<file path="src/sv/mctt_pkg.sv">
`timescale 1ns / 1ps
// ----------------------------------------------------------------------------
// mctt_pkg
// Shared widths, codes, command and status types of the text terminal engine.
// ----------------------------------------------------------------------------
package mctt_pkg;

	localparam int CONSOLES_DEF = 8;
	localparam int MAX_ROWS_DEF = 50;
	localparam int COLUMNS_DEF  = 80;

	localparam int REQ_W  = 2;
	localparam int CON_W  = 3;
	localparam int CHAR_W = 8;
	localparam int ROW_W  = 6;
	localparam int COL_W  = 7;

	localparam logic [REQ_W-1:0] REQ_PUT  = 2'd0;
	localparam logic [REQ_W-1:0] REQ_GOTO = 2'd1;
	localparam logic [REQ_W-1:0] REQ_READ = 2'd2;

	localparam logic [CHAR_W-1:0] CH_BEL   = 8'h07;
	localparam logic [CHAR_W-1:0] CH_BS    = 8'h08;
	localparam logic [CHAR_W-1:0] CH_TAB   = 8'h09;
	localparam logic [CHAR_W-1:0] CH_LF    = 8'h0A;
	localparam logic [CHAR_W-1:0] CH_FF    = 8'h0C;
	localparam logic [CHAR_W-1:0] CH_CR    = 8'h0D;
	localparam logic [CHAR_W-1:0] CH_SPACE = 8'h20;

	localparam logic [ROW_W-1:0] NUM_ROWS_RST = 6'd25;

	typedef enum logic [1:0] {
		OP_NONE   = 2'd0,
		OP_READ   = 2'd1,
		OP_FILL   = 2'd2,
		OP_SCROLL = 2'd3
	} op_t;

	typedef enum logic [1:0] {
		CNT_ZERO   = 2'd0,
		CNT_SCROLL = 2'd1,
		CNT_LAST   = 2'd2
	} cnt_sel_t;

	typedef struct packed {
		logic     load;
		logic     decode;
		logic     cap_cell;
		logic     cnt_ld;
		cnt_sel_t cnt_sel;
		logic     fill_wr;
		logic     copy_rd;
		logic     copy_wr;
		logic     clr_wr;
		logic     out_load;
	} dp_cmd_t;

	typedef struct packed {
		op_t  op;
		logic rows_one;
		logic ccnt_last;
		logic rcnt_last;
		logic clr_last;
		logic out_free;
	} dp_status_t;

endpackage

</file>
<file path="src/sv/mctt_ctrl.sv">
`timescale 1ns / 1ps
// ----------------------------------------------------------------------------
// mctt_ctrl
// Sequencer: clearing pass, request decode, screen fill and scroll sweeps.
// ----------------------------------------------------------------------------
module mctt_ctrl (
	input  logic                 clk,
	input  logic                 arst_n,
	input  logic                 in_valid,
	output logic                 in_ready,
	output mctt_pkg::dp_cmd_t    cmd,
	input  mctt_pkg::dp_status_t st
);

	typedef enum logic [7:0] {
		ST_CLEAR   = 8'b0000_0001,
		ST_IDLE    = 8'b0000_0010,
		ST_DECODE  = 8'b0000_0100,
		ST_RD_WAIT = 8'b0000_1000,
		ST_FILL    = 8'b0001_0000,
		ST_COPY_RD = 8'b0010_0000,
		ST_COPY_WR = 8'b0100_0000,
		ST_DONE    = 8'b1000_0000
	} state_t;

	state_t state_q;
	state_t state_d;

	assign in_ready = (state_q == ST_IDLE);

	always_comb begin
		cmd     = '0;
		state_d = state_q;
		case (state_q)
			ST_CLEAR: begin
				cmd.clr_wr = 1'b1;
				if (st.clr_last) state_d = ST_IDLE;
			end
			ST_IDLE: begin
				if (in_valid) begin
					cmd.load = 1'b1;
					state_d  = ST_DECODE;
				end
			end
			ST_DECODE: begin
				cmd.decode = 1'b1;
				case (st.op)
					mctt_pkg::OP_READ: state_d = ST_RD_WAIT;
					mctt_pkg::OP_FILL: begin
						cmd.cnt_ld  = 1'b1;
						cmd.cnt_sel = mctt_pkg::CNT_ZERO;
						state_d     = ST_FILL;
					end
					mctt_pkg::OP_SCROLL: begin
						cmd.cnt_ld  = 1'b1;
						cmd.cnt_sel = mctt_pkg::CNT_SCROLL;
						state_d     = st.rows_one ? ST_FILL : ST_COPY_RD;
					end
					default: state_d = ST_DONE;
				endcase
			end
			ST_RD_WAIT: begin
				cmd.cap_cell = 1'b1;
				state_d      = ST_DONE;
			end
			ST_FILL: begin
				cmd.fill_wr = 1'b1;
				if (st.ccnt_last && st.rcnt_last) state_d = ST_DONE;
			end
			ST_COPY_RD: begin
				cmd.copy_rd = 1'b1;
				state_d     = ST_COPY_WR;
			end
			ST_COPY_WR: begin
				cmd.copy_wr = 1'b1;
				if (st.ccnt_last && st.rcnt_last) begin
					cmd.cnt_ld  = 1'b1;
					cmd.cnt_sel = mctt_pkg::CNT_LAST;
					state_d     = ST_FILL;
				end else begin
					state_d = ST_COPY_RD;
				end
			end
			ST_DONE: begin
				if (st.out_free) begin
					cmd.out_load = 1'b1;
					state_d      = ST_IDLE;
				end
			end
			default: state_d = ST_CLEAR;
		endcase
	end

	always_ff @(posedge clk or negedge arst_n) begin
		if (!arst_n) begin
			state_q <= ST_CLEAR;
		end else begin
			state_q <= state_d;
		end
	end

endmodule

</file>
<file path="config.mk">
export PLATFORM = sky130hd
export DESIGN_NAME = mctt_ctrl
export DESIGN_NICKNAME = d
export VERILOG_FILES = /design/src/sv/mctt_pkg.sv /design/src/sv/mctt_ctrl.sv
export SDC_FILE = /design/constraint.sdc
export NUM_CORES = 1
export LEC_CHECK = 0
export ABC_AREA = 1
export BUFFER_PORTS_ARGS = -buffer_cell sky130_fd_sc_hd__buf_4
export CAP_MARGIN = 0
export CORE_AREA = 2 2 39 41
export CTS_BUF_LIST = sky130_fd_sc_hd__clkbuf_8 sky130_fd_sc_hd__clkbuf_16
export DETAILED_ROUTE_END_ITERATION = 8
export DIE_AREA = 0 0 41 43
export HOLD_SLACK_MARGIN = 0.15
export PLACE_DENSITY_LB_ADDON = 0.25
export SYNTH_ARGS = -nofsm -noshare
export SYNTH_HDL_FRONTEND = slang
export SYNTH_SLANG_ARGS = --single-unit
export TNS_END_PERCENT = 100
</file>
<file path="constraint.sdc">
create_clock -name clk -period 3.2 [get_ports clk]
set_input_delay 0.16 -clock clk [delete_from_list [all_inputs] [get_ports clk]]
set_output_delay 0.16 -clock clk [all_outputs]
set_load 0.01 [all_outputs]
</file>
Word-level counts from Yosys, hierarchy flattened
Index checks and enable logic that the tools add are counted.
{"block": "word_totals", "reg_bits": 8, "inputBits": 10, "output_inout_bits": 12, "wordCells": 39}
{"block": "op_classes", "n_eq_ne": 15, "n_mux": 21, "reduce_logical": 2}
{"op": "8-bit case mux with 8 select lines", "n": 1}
{"op": "8-bit 2-to-1 mux", "n": 4}
{"op": "8-bit case mux with 3 select lines", "n": 1}
{"op": "6-bit 2-to-1 mux", "n": 2}
{"op": "3-bit case mux with 2 select lines", "n": 2}
{"op": "1-bit 2-to-1 mux", "n": 10}
{"op": "8-bit by 1-bit == test with 1-bit output (second input constant)", "n": 1}
{"op": "8-bit by 2-bit == test with 1-bit output (second input constant)", "n": 1}
{"op": "8-bit by 3-bit == test with 1-bit output (second input constant)", "n": 1}
{"op": "8-bit by 4-bit == test with 1-bit output (second input constant)", "n": 1}
{"op": "8-bit by 5-bit == test with 1-bit output (second input constant)", "n": 1}
{"op": "8-bit by 6-bit == test with 1-bit output (second input constant)", "n": 1}
{"op": "8-bit by 7-bit == test with 1-bit output (second input constant)", "n": 1}
{"op": "8-bit == test (second input constant)", "n": 1}
{"op": "2-bit inequality test (second input constant)", "n": 4}
{"op": "2-bit == test (second input constant)", "n": 2}
{"op": "4-bit AND reduction", "n": 1}
{"op": "3-bit 2-to-1 mux", "n": 1}
{"op": "2-bit by 1-bit == test with 1-bit output (second input constant)", "n": 1}
{"op": "1-bit logical AND", "n": 1}

Longest topological paths before layout
{"block": "logic_depth", "depth_word": 3, "mapped_depth": 9, "depth_no_buf": 9}

Least setup slack after synthesis
No wires, ideal clock.
{"block": "synth_timing", "path_type": "flip-flop to flip-flop", "startpoint": "register state_q[0]", "endpoint": "register state_q[7]", "arrival_time_ps": 1039, "required_ps": 3082, "path_slack_ps": 2043, "path_stages_with_launch": 10, "path_buffers": 0, "path_cell_list": "dfstp_2 -> nor2_2 -> nand2_1 -> inv_2 -> nand2_1 -> inv_1 -> nor2_1 -> nand2_1 -> nand2_1 -> nand2_1"}
{"block": "synth_via", "elab_chain_cells": 3}
{"item": "from (decl)", "line_no": "mctt_ctrl.sv:26", "source": "state_t state_q;"}
{"item": "from (signal assigned)", "line_no": "mctt_ctrl.sv:98", "source": "state_q <= state_d;"}
{"item": "8-bit by 5-bit == test with 1-bit output, or another cell as far along", "line_no": "mctt_ctrl.sv:34", "source": "case (state_q)"}
{"item": "2-bit inequality test (no source line)"}
{"item": "4-bit AND reduction (no source line)"}
Several ways; a longest one is shown, not always the timed one.
A chain may end at the register's enable or synchronous reset.

==> qor.yml <==
outcome: "finished clean"
vias_per_cell: 4.528
fmax_mhz: 667.1
hold_buffers: 3
core_sq_mm: 0.001384
cp.required_ns: 3.04
grt_usage_pct: 18.72
route.vias.total: 643
tns_ns: 0
synthCells: 98
gp_congestion: 0.8104
insertion_delay_ns: 0.23
r2r_slack_ns: 1.96
utilization_pct: 64.83
rsz0062_at_grt: "no"
cp-start-kind: "register"
synth.most_common_cell: "nand2_1"
cts_made_buffers: 3
routedWlPerCell_microns: 9.380
cts_root_buffer: "clkbuf_8"
drcViolationCount: 0
synthToLayoutAreaGrowth_pct: 39.22
htreeDepth: 1
fp.dieH_microns: 43
fp.dieArea_sq_mm: 0.001763
power_density_mw_per_mm2: 542.4
hold_viol_final: 0
clock_sinks: 8
core.rowCount: 14
whs_endpoint: "state_q[0]"
dp_hpwl_microns: 1121
initial_core_util_pct: 46.56
min-delay-start: "st[1]"
peakVddDrop_mv: 0.2859
synth_common_cells: "nand2_1, inv_1, nor2_1, dfrtp_1, inv_2"
yosysWarnings: 0
skew_ns: 0.007865
r2r_cells: 7
leakage_nw: 0.5646
worstSetupPathType: "register to output port"
grt_max_degree: 9
async_flop_share_pct: 100.0
cts_setup_buffers: 0
arrival_ns: 1.34
post-synth-top-area-fraction_pct: 27.18
synth_edf_count: 0
synth_cell_type_count: 18
drv_cap: 0
cts.path.max_buffers: 2
cts_tree: "done"
drive_above_1_share_pct: 38.89
dr.first_iter.drc_count: 20
syn-cell-area_sq_um: 644.4
maxSlewViolCount: 0
diodes: 0
syn-num-nets: 108
synth_seq_area_share_pct: 31.26
hp-class: "primary input to register"
cts-resized-gates: 0
grt_remaining_overflow: 0
fin_crit_ns: 1.499
syn_area_per_cell_sq_um: 6.575
antenna_found_initial: 0
r2r_end: "state_q[1]"
portBuffers: 21
fin_nets: 137
grt_pass1_wl_microns: 2242
largest_register_ffs: 8
path_clk_slew_ns: 0.04
first_pass_iters: 4
ys.flop_type: "dfrtp_1"
yosysTopAreaCell: "dfrtp_1"
cp-end-kind: "output port"
synth-seq-cells: 8
dieWidth_microns: 41
drtAntennaViolNets: 0
setup_viol: 0
rr_startpoint: "state_q[0]"
worstHoldPathCells: 4
reg_top3: "state_q: 8 flops"
min_period_over_period_pct: 46.84
grt_pass1_vias: 602
largest_register: "state_q"
relSlewSlack_pct: 86.79
wirelength_microns: 1332
worst_pin_slew_ns: 0.1975
pin_count: 22
synth_area_leaders: "dfrtp_1, nand2_1, inv_1"
crit_fanout: 5
## worst max-delay path, cell delays in order (launching register included)
cell and delay, ns:
dfstp_2 0.55, inv_2 0.04, nand2_1 0.06, nor2_1 0.06, nand2_4 0.09, clkinv_4 0.06
nand3_2 0.07, inv_1 0.05, buf_4 0.14
## power by group
group          internal, mW  total (mW)  switching [mW]
Combinational        0.0914       0.224           0.133
Sequential            0.126       0.142          0.0162
Clock                0.0829       0.121          0.0377
Total                 0.300       0.487           0.186
## how the worst max path moves through the flow
stage | start | slack (ns) | to
after CTS | state_q[0] | 1.68 | cmd[7]
after detailed placement | state_q[0] | 1.92 | cmd[7]
after global placement | state_q[0] | 1.96 | cmd[7]
final | state_q[0] | 1.70 | cmd[5]
after global routing | state_q[1] | 1.59 | cmd[7]
after floorplan | state_q[0] | 2.04 | state_q[7]
## area by class of cell
type / instances / area [sq um]
clock buffer: 3 / 41.29
clock inverter: 1 / 3.754
fill: 123 / 486.7
inverter: 23 / 92.59
multi-input combinational: 67 / 350.3
sequential: 8 / 201.4
tap: 16 / 20.02
timing repair buffer: 24 / 187.7
## through the flow
stage	hold slack [ns]	total power, mW	cell area [sq um]	std cells	worst slack, ns
after floorplan	-0.1356	0.2985	644.4	98	2.043
after global placement	-0.01962	0.3610	822.0	135	1.960
after detailed placement	-0.01755	0.3648	822.0	135	1.924
after global routing	0.2070	0.5259	897.1	142	1.588
after CTS	0.1952	0.4900	897.1	142	1.682
final	0.1957	0.4866	897.1	142	1.701
## layout by cell type, fill, tap and decap left out, types with 2 or more instances in the layout
master and n:
nor2_1 14, nand3_1 6, inv_1 15, nor3_1 2, nand3_2 4, inv_2 7, nand2_4 3, nor2_2 4
dlygate4sd3_1 3, buf_4 21, dfrtp_1 7, nand2_1 28, clkbuf_8 3, nand2_2 2
## routing by layer
metal / global-route usage, % / routed length (microns)
met1: 24.16 / 577
met2: 29.38 / 659
met3: 1.571 / 86
met4: 10.00 / 9
met5: 0 / 0
## cells by family (layout without fill, tap and decap cells)
group / count (synthesis) / after routing / synth area share (%)
buf+inv: 23 / 51 / 14.37
simple gates: 64 / 64 / 51.07
flops: 8 / 8 / 31.26
compound gates: 3 / 3 / 3.301
(Power assumes the default switching activity.)
